`config.mk`:
```
export PLATFORM = sky130hd
export DESIGN_NAME = ordered_list_engine
export DESIGN_NICKNAME = d
export VERILOG_FILES = /design/src/design/ole_pkg.sv /design/src/design/ole_cmp.sv /design/src/design/ordered_list_engine.sv
export SDC_FILE = /design/constraint.sdc
export NUM_CORES = 1
export LEC_CHECK = 0
export ABC_AREA = 1
export BUFFER_PORTS_ARGS = -buffer_cell sky130_fd_sc_hd__buf_2
export CORE_ASPECT_RATIO = 0.9
export CORE_UTILIZATION = 41
export DETAILED_ROUTE_END_ITERATION = 8
export GPL_TIMING_DRIVEN = 0
export PLACE_DENSITY = 0.66
export SLEW_MARGIN = 10
export SYNTH_ARGS = -nofsm -noshare
export SYNTH_HDL_FRONTEND = slang
export SYNTH_HIERARCHICAL = 1
export SYNTH_SLANG_ARGS = --single-unit
export TNS_END_PERCENT = 50
```
`constraint.sdc`:
```
create_clock -name i_clk -period 5.72 [get_ports i_clk]
set_clock_uncertainty 0.15 [all_clocks]
set_input_delay 1.144 -clock i_clk [delete_from_list [all_inputs] [get_ports i_clk]]
set_output_delay 1.144 -clock i_clk [all_outputs]
set_load 0.005 [all_outputs]
```
`src/design/ole_pkg.sv`:
```
// Package with shared constants and types for the ordered list engine.
`timescale 1ns / 1ps
`default_nettype none
package ole_pkg;
    localparam int DefCapacity = 16;
    localparam int ValW = 32;

    localparam logic [2:0] CmdInsBefore = 3'd0;
    localparam logic [2:0] CmdInsAfter  = 3'd1;
    localparam logic [2:0] CmdDelete    = 3'd2;
    localparam logic [2:0] CmdTraverse  = 3'd3;
    localparam logic [2:0] CmdReverse   = 3'd4;
    localparam logic [2:0] CmdSort      = 3'd5;
    localparam logic [2:0] CmdDelAlt    = 3'd6;
    localparam logic [2:0] CmdInsSorted = 3'd7;

    localparam logic [2:0] StOk       = 3'd0;
    localparam logic [2:0] StNotFound = 3'd1;
    localparam logic [2:0] StEmpty    = 3'd2;
    localparam logic [2:0] StFew      = 3'd3;
    localparam logic [2:0] StFull     = 3'd4;

    // Compare unit request: a = memory word, b = key.
    typedef struct packed {
        logic [ValW-1:0] a;
        logic [ValW-1:0] b;
    } t_cmp_req;

    typedef struct packed {
        logic eq;
        logic gt;   // signed a > b
    } t_cmp_res;
endpackage
`default_nettype wire

```
`src/design/ole_cmp.sv`:
```
// Shared compare unit used by every search and sort step.
`timescale 1ns / 1ps
`default_nettype none
module ole_cmp (
    input  ole_pkg::t_cmp_req i_req,
    output ole_pkg::t_cmp_res o_res
);
    import ole_pkg::*;
    assign o_res.eq = (i_req.a == i_req.b);
    assign o_res.gt = ($signed(i_req.a) > $signed(i_req.b));
endmodule
`default_nettype wire

```
`src/design/ordered_list_engine.sv`:
```
// Top level of the ordered list engine: sequencer, entry memory and output register.
// Commands walk the list one entry at a time through the memory's registered read port.
// One command at a time; i_stall on the result side holds the sequencer.
// The entry memory has one write and one registered read port, which sets the pace.
// Reset clears the entry count, the output valid and the sequencer; memory contents stay undefined.
`timescale 1ns / 1ps
`default_nettype none
module ordered_list_engine #(
    parameter int CAPACITY = ole_pkg::DefCapacity
) (
    input  wire logic                     i_clk,
    input  wire logic                     i_rst_n,
    input  wire logic                     i_valid,
    output logic                          o_stall,
    input  wire logic [2:0]               i_command,
    input  wire logic [ole_pkg::ValW-1:0] i_value,
    input  wire logic [ole_pkg::ValW-1:0] i_reference_value,
    output logic                          o_valid,
    input  wire logic                     i_stall,
    output logic [2:0]                    o_status,
    output logic [ole_pkg::ValW-1:0]      o_item_value,
    output logic                          o_has_item,
    output logic                          o_last
);
    import ole_pkg::*;
    localparam int AW = (CAPACITY > 1) ? $clog2(CAPACITY) : 1;
    localparam int CW = $clog2(CAPACITY + 1);
    localparam logic [CW-1:0] CapC = CW'(CAPACITY);

    localparam logic [3:0] S_IDLE = 4'd0, S_DISP = 4'd1, S_SRD = 4'd2,
        S_SCMP = 4'd3, S_SHRD = 4'd4, S_SHWR = 4'd5, S_TRD = 4'd6,
        S_TOUT = 4'd7, S_RRD = 4'd8, S_RWR = 4'd9, S_OSRD = 4'd10,
        S_OSWR = 4'd11, S_OUT = 4'd12, S_ARD = 4'd13, S_AWR = 4'd14,
        S_OSCMP = 4'd15;

    logic [ValW-1:0] r_mem [CAPACITY];
    logic [ValW-1:0] r_rd;
    logic [3:0]      r_state;
    logic [CW-1:0]   r_cnt, r_i, r_j, r_k;
    logic [2:0]      r_cmd, r_st;
    logic [ValW-1:0] r_val, r_ref, r_tmp;
    logic            r_ov, r_ohas, r_olast;
    logic [ValW-1:0] r_oitem;
    logic [2:0]      r_ost;

    logic            rd_en, wr_en;
    logic [CW-1:0]   rd_a, wr_a;
    logic [ValW-1:0] wr_d;
    logic            out_load;
    t_cmp_req        creq;
    t_cmp_res        cres;

    ole_cmp u_cmp (.i_req(creq), .o_res(cres));

    always_ff @(posedge i_clk) begin
        if (wr_en) r_mem[wr_a[AW-1:0]] <= wr_d;
        if (rd_en) r_rd <= r_mem[rd_a[AW-1:0]];
    end

    // Reverse phase in r_k: 0 = fetch low entry, 1 = write high entry, 2 = write low entry.
    always_comb begin
        rd_en = 1'b0; rd_a = r_i; wr_en = 1'b0; wr_a = r_j; wr_d = r_rd;
        creq.a = r_rd;
        creq.b = (r_cmd == CmdInsBefore || r_cmd == CmdInsAfter) ? r_ref :
                 (r_cmd == CmdSort) ? r_tmp : r_val;
        case (r_state)
            S_SRD:  begin rd_en = 1'b1; rd_a = r_i; end
            S_SHRD: begin rd_en = 1'b1; rd_a = r_j - 1'b1; end
            S_SHWR: begin wr_en = 1'b1; wr_a = r_j; wr_d = r_rd; end
            S_TRD:  begin rd_en = 1'b1; rd_a = r_i; end
            S_RRD:  begin rd_en = 1'b1; rd_a = (r_k == '0) ? r_i : r_j; end
            S_RWR:  begin
                wr_en = (r_k != '0);
                wr_a = (r_k == CW'(1)) ? r_j : r_i;
                wr_d = r_tmp;
            end
            S_OSRD: begin rd_en = (r_j != '0); rd_a = r_j - 1'b1; end
            S_OSCMP: begin wr_en = cres.gt; wr_a = r_j; wr_d = r_rd; end
            S_OSWR: begin wr_en = 1'b1; wr_a = r_j; wr_d = r_tmp; end
            S_ARD:  begin rd_en = 1'b1; rd_a = r_i; end
            S_AWR:  begin wr_en = 1'b1; wr_a = r_j; wr_d = r_rd; end
            default: ;
        endcase
    end

    assign out_load = (r_state == S_TOUT || r_state == S_OUT) && (!r_ov || !i_stall);

    assign o_stall = (r_state != S_IDLE);
    assign o_valid = r_ov;
    assign o_status = r_ost;
    assign o_item_value = r_oitem;
    assign o_has_item = r_ohas;
    assign o_last = r_olast;

    always_ff @(posedge i_clk) begin
        if (!i_rst_n) begin
            r_state <= S_IDLE; r_cnt <= '0; r_ov <= 1'b0;
        end else begin
            if (out_load) r_ov <= 1'b1;
            else if (!i_stall) r_ov <= 1'b0;
            case (r_state)
                S_IDLE: if (i_valid) begin
                    r_cmd <= i_command; r_val <= i_value; r_ref <= i_reference_value;
                    r_st <= StOk; r_state <= S_DISP;
                end
                S_DISP: begin
                    case (r_cmd)
                        CmdInsBefore, CmdInsAfter, CmdInsSorted: begin
                            if (r_cnt == '0) begin
                                r_tmp <= r_val; r_j <= '0; r_state <= S_OSWR;
                            end else if (r_cnt >= CapC) begin
                                r_st <= StFull; r_state <= S_OUT;
                            end else begin
                                r_i <= '0; r_state <= S_SRD;
                            end
                        end
                        CmdDelete: begin
                            if (r_cnt == '0) begin
                                r_st <= StEmpty; r_state <= S_OUT;
                            end else begin
                                r_i <= '0; r_state <= S_SRD;
                            end
                        end
                        CmdTraverse: begin
                            if (r_cnt == '0) begin
                                r_st <= StEmpty; r_state <= S_OUT;
                            end else begin
                                r_i <= '0; r_state <= S_TRD;
                            end
                        end
                        CmdReverse: begin
                            if (r_cnt == '0) begin
                                r_st <= StEmpty; r_state <= S_OUT;
                            end else begin
                                r_i <= '0; r_j <= r_cnt - 1'b1; r_k <= '0;
                                r_state <= S_RRD;
                            end
                        end
                        CmdSort: begin
                            if (r_cnt < CW'(2)) begin
                                r_st <= StFew; r_state <= S_OUT;
                            end else begin
                                r_i <= CW'(1); r_state <= S_SRD;
                            end
                        end
                        default: begin
                            if (r_cnt < CW'(2)) begin
                                r_st <= StFew; r_state <= S_OUT;
                            end else begin
                                r_i <= '0; r_j <= '0; r_k <= '0; r_state <= S_ARD;
                            end
                        end
                    endcase
                end
                S_SRD: r_state <= S_SCMP;
                S_SCMP: begin
                    if (r_cmd == CmdSort) begin
                        // Key fetched; walk down from i.
                        r_tmp <= r_rd; r_j <= r_i; r_state <= S_OSRD;
                    end else if (r_cmd == CmdInsSorted) begin
                        if (cres.gt) begin
                            r_tmp <= r_val; r_j <= r_cnt; r_k <= r_i; r_state <= S_SHRD;
                        end else if (r_i + 1'b1 == r_cnt) begin
                            r_tmp <= r_val; r_j <= r_cnt; r_state <= S_OSWR;
                        end else begin
                            r_i <= r_i + 1'b1; r_state <= S_SRD;
                        end
                    end else if (cres.eq) begin
                        if (r_cmd == CmdDelete) begin
                            if (r_i + 1'b1 == r_cnt) begin
                                r_cnt <= r_cnt - 1'b1; r_state <= S_OUT;
                            end else begin
                                r_j <= r_i; r_state <= S_ARD; r_k <= CW'(3);
                                r_i <= r_i + 1'b1;
                            end
                        end else begin
                            r_tmp <= r_val; r_j <= r_cnt;
                            r_k <= (r_cmd == CmdInsAfter) ? r_i + 1'b1 : r_i;
                            r_state <= (r_cnt == ((r_cmd == CmdInsAfter) ? r_i + 1'b1 : r_i))
                                       ? S_OSWR : S_SHRD;
                        end
                    end else if (r_i + 1'b1 == r_cnt) begin
                        r_st <= StNotFound; r_state <= S_OUT;
                    end else begin
                        r_i <= r_i + 1'b1; r_state <= S_SRD;
                    end
                end
                // Open a gap at r_k by moving entries up from the end.
                S_SHRD: r_state <= S_SHWR;
                S_SHWR: begin
                    r_j <= r_j - 1'b1;
                    r_state <= (r_j - 1'b1 == r_k) ? S_OSWR : S_SHRD;
                end
                // Sort: entry j-1 is read, compared against the key and moved up if larger.
                S_OSRD: r_state <= (r_j == '0) ? S_OSWR : S_OSCMP;
                S_OSCMP: begin
                    if (cres.gt) begin
                        r_j <= r_j - 1'b1; r_state <= S_OSRD;
                    end else r_state <= S_OSWR;
                end
                S_OSWR: begin
                    if (r_cmd == CmdSort) begin
                        if (r_i + 1'b1 == r_cnt) r_state <= S_OUT;
                        else begin
                            r_i <= r_i + 1'b1; r_state <= S_SRD;
                        end
                    end else begin
                        r_cnt <= r_cnt + 1'b1; r_state <= S_OUT;
                    end
                end
                S_TRD: r_state <= S_TOUT;
                S_TOUT: if (out_load) begin
                    r_ost <= StOk; r_oitem <= r_rd; r_ohas <= 1'b1;
                    r_olast <= (r_i + 1'b1 == r_cnt);
                    if (r_i + 1'b1 == r_cnt) r_state <= S_IDLE;
                    else begin r_i <= r_i + 1'b1; r_state <= S_TRD; end
                end
                S_RRD: r_state <= S_RWR;
                S_RWR: begin
                    if (r_k == '0) begin
                        r_tmp <= r_rd; r_k <= CW'(1); r_state <= S_RRD;
                    end else if (r_k == CW'(1)) begin
                        r_tmp <= r_rd; r_k <= CW'(2);
                    end else begin
                        r_k <= '0;
                        if (r_i + 1'b1 >= r_j - 1'b1 || r_j == '0) r_state <= S_OUT;
                        else begin
                            r_i <= r_i + 1'b1; r_j <= r_j - 1'b1; r_state <= S_RRD;
                        end
                    end
                end
                S_ARD: r_state <= S_AWR;
                S_AWR: begin
                    r_j <= r_j + 1'b1;
                    if (r_k == CW'(3)) begin
                        if (r_i + 1'b1 >= r_cnt) begin
                            r_cnt <= r_cnt - 1'b1; r_state <= S_OUT;
                        end else begin
                            r_i <= r_i + 1'b1; r_state <= S_ARD;
                        end
                    end else if (r_i >= r_cnt - CW'(2)) begin
                        r_cnt <= r_j + 1'b1; r_state <= S_OUT;
                    end else begin
                        r_i <= r_i + CW'(2); r_state <= S_ARD;
                    end
                end
                S_OUT: if (out_load) begin
                    r_ost <= r_st; r_oitem <= '0; r_ohas <= 1'b0;
                    r_olast <= 1'b1; r_state <= S_IDLE;
                end
                default: r_state <= S_IDLE;
            endcase
        end
    end
endmodule
`default_nettype wire

```
==> out/results.ini, run 1 <==
[yosys]
ys_seq_area_share_pct=66.11
synthTopCellsByCount=nand2_1, edfxtp_1, inv_1
ys_seq_elements=708
syn_area_um2=32010
postSynthCellCount=3035
ys_async_sr_fraction_pct=0
synth.area.top_cells=edfxtp_1, nand2_1, nand3_1
synth_enable_flop_cells=698
yosysTopAreaCell=edfxtp_1
synthDistinctLibCells=44
yosysMostFrequentCell=nand2_1
yosysTopAreaCellShare_pct=65.48
syn_nets=3161
synth_area_per_cell_um2=10.55
synth-main-ff-cell=edfxtp_1
yosysWarnings=6

[hold_path]
min_path_type=flip-flop to flip-flop
min_to=o_status[1]
min_path_cells=2
holdCritStartpoint=r_st[1]

[timing]
post-route-period-util_pct=96.79
min_period_ns=5.536
rsz0062_at_grt=yes
final.setup.worst_slack_ns=0.1839
worst_hold_slack_ns=0.4072
worstMarginPinSlew_ns=1.345
finalMaxSlewViolations=0
setup_viol_count_final=0
slew_headroom_pct=10.32
setup_tns_ns=0
hold_viol_final=0
fmax_mhz=180.6

[grt]
grt_max_degree=29
antenna_found_initial=2
grt_use_met1_pct=31.67
grt_pass1_vias=22450
grt_busiest_layer=met2
grt.total_usage_pct=23.22
grt_overflow=0
met2_usage_pct=38.56
met3_usage_pct=3.029
grt_pass1_wl_um=137200

[floorplanning]
ios=110
die_h_um=267.1
die_w_um=296.5
initial_core_util_pct=41.70
rows=96
core_um2=76750
fp.dieArea_um2=79190

[run_status]
outcome=finished, final reports clean

[drt]
dr.first_iter.drc_count=2732
drcViolationCount=0
vias_per_cell=5.328
finalWirelength_um=92270
routedWlPerCell_um=21.16
vias=23240
drt_first_pass_iters=5
postRouteAntennaNets=0

[critical_path]
worstPathRequired_ns=5.89
cp_cell_sequence=nor2_2 > clkinvlp_4 > clkbuf_1 > nor2_1 > a21oi_1 > inv_1 > ha_1 > nand2_1 > inv_1 > nand2_1 > a21oi_1 > nor2_1 > nand2_1 > nand2_1 > nand3_1 > a21oi_2 > nand2_1 > nand3_1 > nand3_1 > nor2_4 > buf_12
worst-path-buf-inv=5
cpMostUsedCell=nand2_1
reg2reg_to=r_mem[1][20]
worstPathArrival_ns=5.71
crit_family=simple AND/OR/NAND/NOR gates
r2r-start=r_cmd[2]
crit_fanout=22
worst-r2r-setup-slack_ns=0.18
critical_path_class=flip-flop to flip-flop
cp_slowest_cell=nor2_4
cp_slowest_stage_delay_ns=0.57
crit_path_end_kind=flip-flop
cp-start-kind=flip-flop
worst_r2r_path_depth=21

[final_layout]
nets=3399
drive_above_1_share_pct=13.03
syn_to_final_growth_pct=16.95
fillers=6734
final_cells=4361

[clocking]
cts_tree=built
cts_hold_buffers=0
clock-sinks=708
htreeDepth=3
root_buffer=clkbuf_16
clockBufferDepth=3
clock_latency_ns=0.64
numCtsBuffers=75
clk_pin_slew_ns=0.06

[placement]
dp_slack_ns=0.1352
portBuffers=108
gp_congestion=0.9645
hpwlAfterDp_um=66140
dp.cells=4204

[flow_run]
maxCapViolations=0

[power_and_ir_drop]
vdd_ir_drop_max_mv=0.2362
power.density_nw_per_um2=537.8
total_power_mw=20.13
leakage_nw=14.89

layout make-up:
type | count | area (µm²) | area share (%)
antenna | 1 | 2.502 | 0.006685
buffer | 142 | 689.4 | 1.842
clock buffer | 91 | 1958 | 5.231
clock inverter | 44 | 476.7 | 1.274
inverter | 370 | 1393 | 3.720
multi-input combinational | 1815 | 9007 | 24.06
sequential | 708 | 21160 | 56.53
tap | 1029 | 1287 | 3.439
timing repair buffer | 161 | 1458 | 3.894
metrics by stage:
step / utilization [%] / cell area (µm²)
detailed placement: 45.14 / 34650
floorplan: - / 32010
finish: 48.77 / 37430
CTS: 48.31 / 37080
global placement: 44.08 / 33840
global route: 48.77 / 37430
flip-flops by register name, indices dropped and copies added (netlist names):
| name | cells |
|---|---|
| r_mem | 512 |
| o_item_value | 32 |
| r_rd | 32 |
| r_ref | 32 |
| r_tmp | 32 |
| r_val | 32 |
| r_cnt | 5 |
| r_i | 5 |
| r_j | 5 |
| r_k | 5 |
| r_state | 4 |
| o_status | 3 |
| r_cmd | 3 |
| r_st | 3 |
| o_has_item | 1 |
| o_last | 1 |
| o_valid | 1 |
per-layer routing:
layer / up-vias / part of all wire (%)
li1: 10840 / -
met1: 11210 / 42
met2: 1038 / 48
met3: 155 / 7.7
met4: 0 / 2.5
met5: - / 0
power breakdown:
part,switching (mW),internal (mW)
Combinational,5.86,2.11
Sequential,0.250,7.06
Clock,2.07,2.79
Total,8.17,12.0
cell families (layout without fill, tap and decap cells):
group                      count (synthesis)  count (layout)  share of synthesized area, %
DFF                                      708             708                         66.11
AOI/OAI and AO/OA                        374             374                         7.302
other                                      0               1                             0
xor gates and xnor gates                  14              14                        0.3831
and+or+nand+nor                         1372            1372                         17.56
adders and majority gates                 55              55                         2.150
buffers and inverters                    512             808                         6.493
cells in the final DEF, fill, tap and decap left out, types with 9 or more instances in the layout:
cell | synthesis | layout
nor3_1 | 15 | 13
buf_16 | 0 | 14
nor2_1 | 218 | 201
dfxtp_1 | 10 | 10
inv_2 | 11 | 11
buf_12 | 0 | 17
clkinv_1 | 5 | 21
buf_2 | 80 | 188
nand4_1 | 14 | 14
ha_1 | 55 | 55
nand2_1 | 835 | 835
xor2_1 | 9 | 9
clkbuf_16 | 0 | 76
clkbuf_1 | 32 | 47
a21oi_2 | 3 | 28
o211ai_1 | 135 | 135
edfxtp_1 | 698 | 698
nor2_4 | 3 | 20
nand3_1 | 270 | 270
buf_1 | 16 | 16
a21oi_1 | 165 | 140
inv_1 | 354 | 354
buf_4 | 13 | 28
o21ai_0 | 29 | 29
tightest hold or removal path: cells and delay by family, from the launching register on:
family | cells | cell delay, ns
flip-flops | 1 | 0.32
AND/OR/NAND/NOR | 1 | 0.09
buffers and inverters | 1 | 0.04
what timing repair did:
action | CTS | global route
setup buffers | 0 | 21
gates resized for setup | 0 | 1
setup endpoints to repair | 0 | 504
worst max path at each step:
stage | startpoint | end | slack (ns) | depth (start not counted)
final | r_cmd[2] | r_mem[1][20] | 0.18 | 21
after global routing | r_cmd[1] | r_mem[1][12] | -0.17 | 23
after CTS | r_cmd[2] | r_mem[8][19] | 0.09 | 21
after floorplan | r_cmd[1] | r_tmp[0] | 0.28 | 20
after global placement | r_cmd[1] | r_tmp[27] | -2.83 | 18
after detailed placement | r_cmd[2] | r_mem[8][26] | 0.14 | 21
Note: power is estimated with default switching activity, not from simulation.
==> inputs of run 2 (changes only) <==
--- a/config.mk
+++ b/config.mk
@@ -10,7 +10,7 @@
 export CORE_ASPECT_RATIO = 0.9
 export CORE_UTILIZATION = 41
 export DETAILED_ROUTE_END_ITERATION = 8
-export GPL_TIMING_DRIVEN = 0
+export GPL_TIMING_DRIVEN = 1
 export PLACE_DENSITY = 0.66
 export SLEW_MARGIN = 10
 export SYNTH_ARGS = -nofsm -noshare
==> out/results.ini, run 2 (synthesized netlist as in run 1, its figures left out) <==
[drt]
drcViolationCount=0  ; unchanged
routed.top_layer=met5  ; was met4
postRouteAntennaNets=0  ; unchanged
routed-wl-met3_um=6795  ; was 7059 µm
routedWlPerCell_um=20.34  ; was 21.16 µm
vias=22240  ; was 23240
wl_met1_um=38590  ; was 38940 µm
dr.first_iter.drc_count=2509  ; was 2732
drt_first_pass_iters=6  ; was 5
vias_per_cell=5.257  ; was 5.328
finalWirelength_um=86080  ; was 92270 µm
route.met2.wl_um=38670  ; was 43970 µm

[power_and_ir_drop]
total_power_mw=19.64  ; was 20.13 mW
power.density_nw_per_um2=538.9  ; was 537.8 nW/µm²
vdd_ir_drop_max_mv=0.3808  ; was 0.2362 mV
leakage_nw=14.40  ; was 14.89 nW

[timing]
min_period_ns=5.068  ; was 5.536 ns
setup_viol_count_final=0  ; unchanged
rsz0062_at_grt=no  ; was yes
setup_tns_ns=0  ; unchanged
slew_headroom_pct=23.70  ; was 10.32%
fmax_mhz=197.3  ; was 180.6 MHz
post-route-period-util_pct=88.60  ; was 96.79%
finalMaxSlewViolations=0  ; unchanged
hold_viol_final=0  ; unchanged
worst_hold_slack_ns=0.4330  ; was 0.4072 ns
worstMarginPinSlew_ns=1.145  ; was 1.345 ns

[clocking]
cts_resized=0  ; unchanged
clockBufferDepth=3  ; unchanged
clock-sinks=708  ; unchanged
cts_setup_buffers=0  ; unchanged
cts_hold_buffers=0  ; unchanged
clock_latency_ns=0.62  ; was 0.64 ns
numCtsBuffers=76  ; was 75
clk_pin_slew_ns=0.06  ; about the same
root_buffer=clkbuf_16  ; unchanged
htreeDepth=3  ; unchanged
cts_tree=built  ; unchanged

[placement]
portBuffers=109  ; was 108
dpl_cell_area_um2=33990  ; was 34650 µm²
hpwlAfterDp_um=56320  ; was 66140 µm
gp_congestion=0.9664  ; was 0.9645
dp.cells=4092  ; was 4204

[critical_path]
cp-start-kind=flip-flop  ; unchanged
worstPathArrival_ns=5.23  ; was 5.71 ns
critical_path_class=flip-flop to flip-flop  ; unchanged
worstPathRequired_ns=5.88  ; was 5.89 ns
crit_fanout=25  ; was 22
crit_path_end_kind=flip-flop  ; unchanged

[final_layout]
stdcell_area_um2=36450  ; was 37430 µm²
multi_input_area_um2=9047  ; was 9007 µm²
drive_above_1_share_pct=10.96  ; was 13.03%
fillers=6937  ; was 6734
largest_reg_flops=512  ; unchanged
antenna_cells=0  ; was 1
final_cells=4231  ; was 4361
regArea_um2=21160  ; unchanged
final_common_cell=nand2_1  ; unchanged
syn_to_final_growth_pct=13.87  ; was 16.95%
layout_common_cells=nand2_1, edfxtp_1, inv_1, nand3_1, nor2_1  ; unchanged
nets=3267  ; was 3399

[floorplanning]
die_h_um=267.1  ; unchanged
fp.dieArea_um2=79190  ; unchanged
rows=96  ; unchanged
ios=110  ; unchanged
die_w_um=296.5  ; unchanged
initial_core_util_pct=41.70  ; unchanged
core_um2=76750  ; unchanged

[hold_path]
min_path_type=flip-flop to flip-flop  ; unchanged

[grt]
grt.total_usage_pct=21.88  ; was 23.22%
grt_overflow=0  ; unchanged
antenna_found_initial=1  ; was 2
grt_pass1_wl_um=131100  ; was 137200 µm
grt_max_degree=158  ; was 29
grt_pass1_vias=21420  ; was 22450

[flow_run]
maxCapViolations=0  ; unchanged

[run_status]
outcome=finished, final reports clean  ; unchanged

==> run 2: area by class of cell <==
cell class              count  area share, %
repair buffers            170          3.028
clock buffers              95          5.589
inverters                 370          3.817
multi-input cells        1815          24.82
well taps                1029          3.533
flip-flops and latches    708          58.06
clock inverters            44          1.150
==> run 2: path summary, 6_finish.rpt <==
check / start / to / slack, ns / cells after the start
worst max-delay path: r_cmd[1] / r_mem[9][20] / 0.65 / 20
worst min-delay path: r_st[0] / o_status[0] / 0.43 / 2
worst max register to register: r_cmd[1] / r_mem[9][20] / 0.65 / 20
worst min register to register: r_st[0] / o_status[0] / 0.43 / 2
==> run 2: report_power, final <==
part           switching, mW  leakage, nW  internal, mW
Sequential             0.333         6.39          7.06
Clock                   2.04         1.21          2.85
Combinational           5.45         6.81          1.91
Total                   7.82         14.4          11.8
==> run 2: through the flow <==
stage / util [%] / worst slack, ns
detailed placement: 44.28 / 0.7155
global placement: 44.28 / 0.8110
floorplan: - / 0.2814
finish: 47.48 / 0.6523
global route: 47.48 / 0.2377
CTS: 47.48 / 0.6924
==> run 2: metal layers <==
metal  track usage, %  vias to the layer above
li1                 -                    10570
met1            32.17                    10650
met2            33.69                      899
met3            3.295                      120
met4            5.893                        2
met5                0                        -
==> run 2: worst max-delay path: stages (launching register included) <==
cell and delay [ns]:
edfxtp_1 0.46, inv_1 0.19, nand3_1 0.12, clkinv_1 0.25, buf_4 0.36, nand2_1 0.08
a21oi_1 0.16, inv_1 0.06, ha_1 0.30, a21oi_1 0.15, o21ai_0 0.13, nand2_1 0.07
nand2_1 0.05, a21oi_2 0.13, nand3_1 0.11, a21oi_2 0.23, nand2_1 0.08, nand3_1 0.29
nand3_1 0.45, nor2_4 0.62, buf_4 0.28
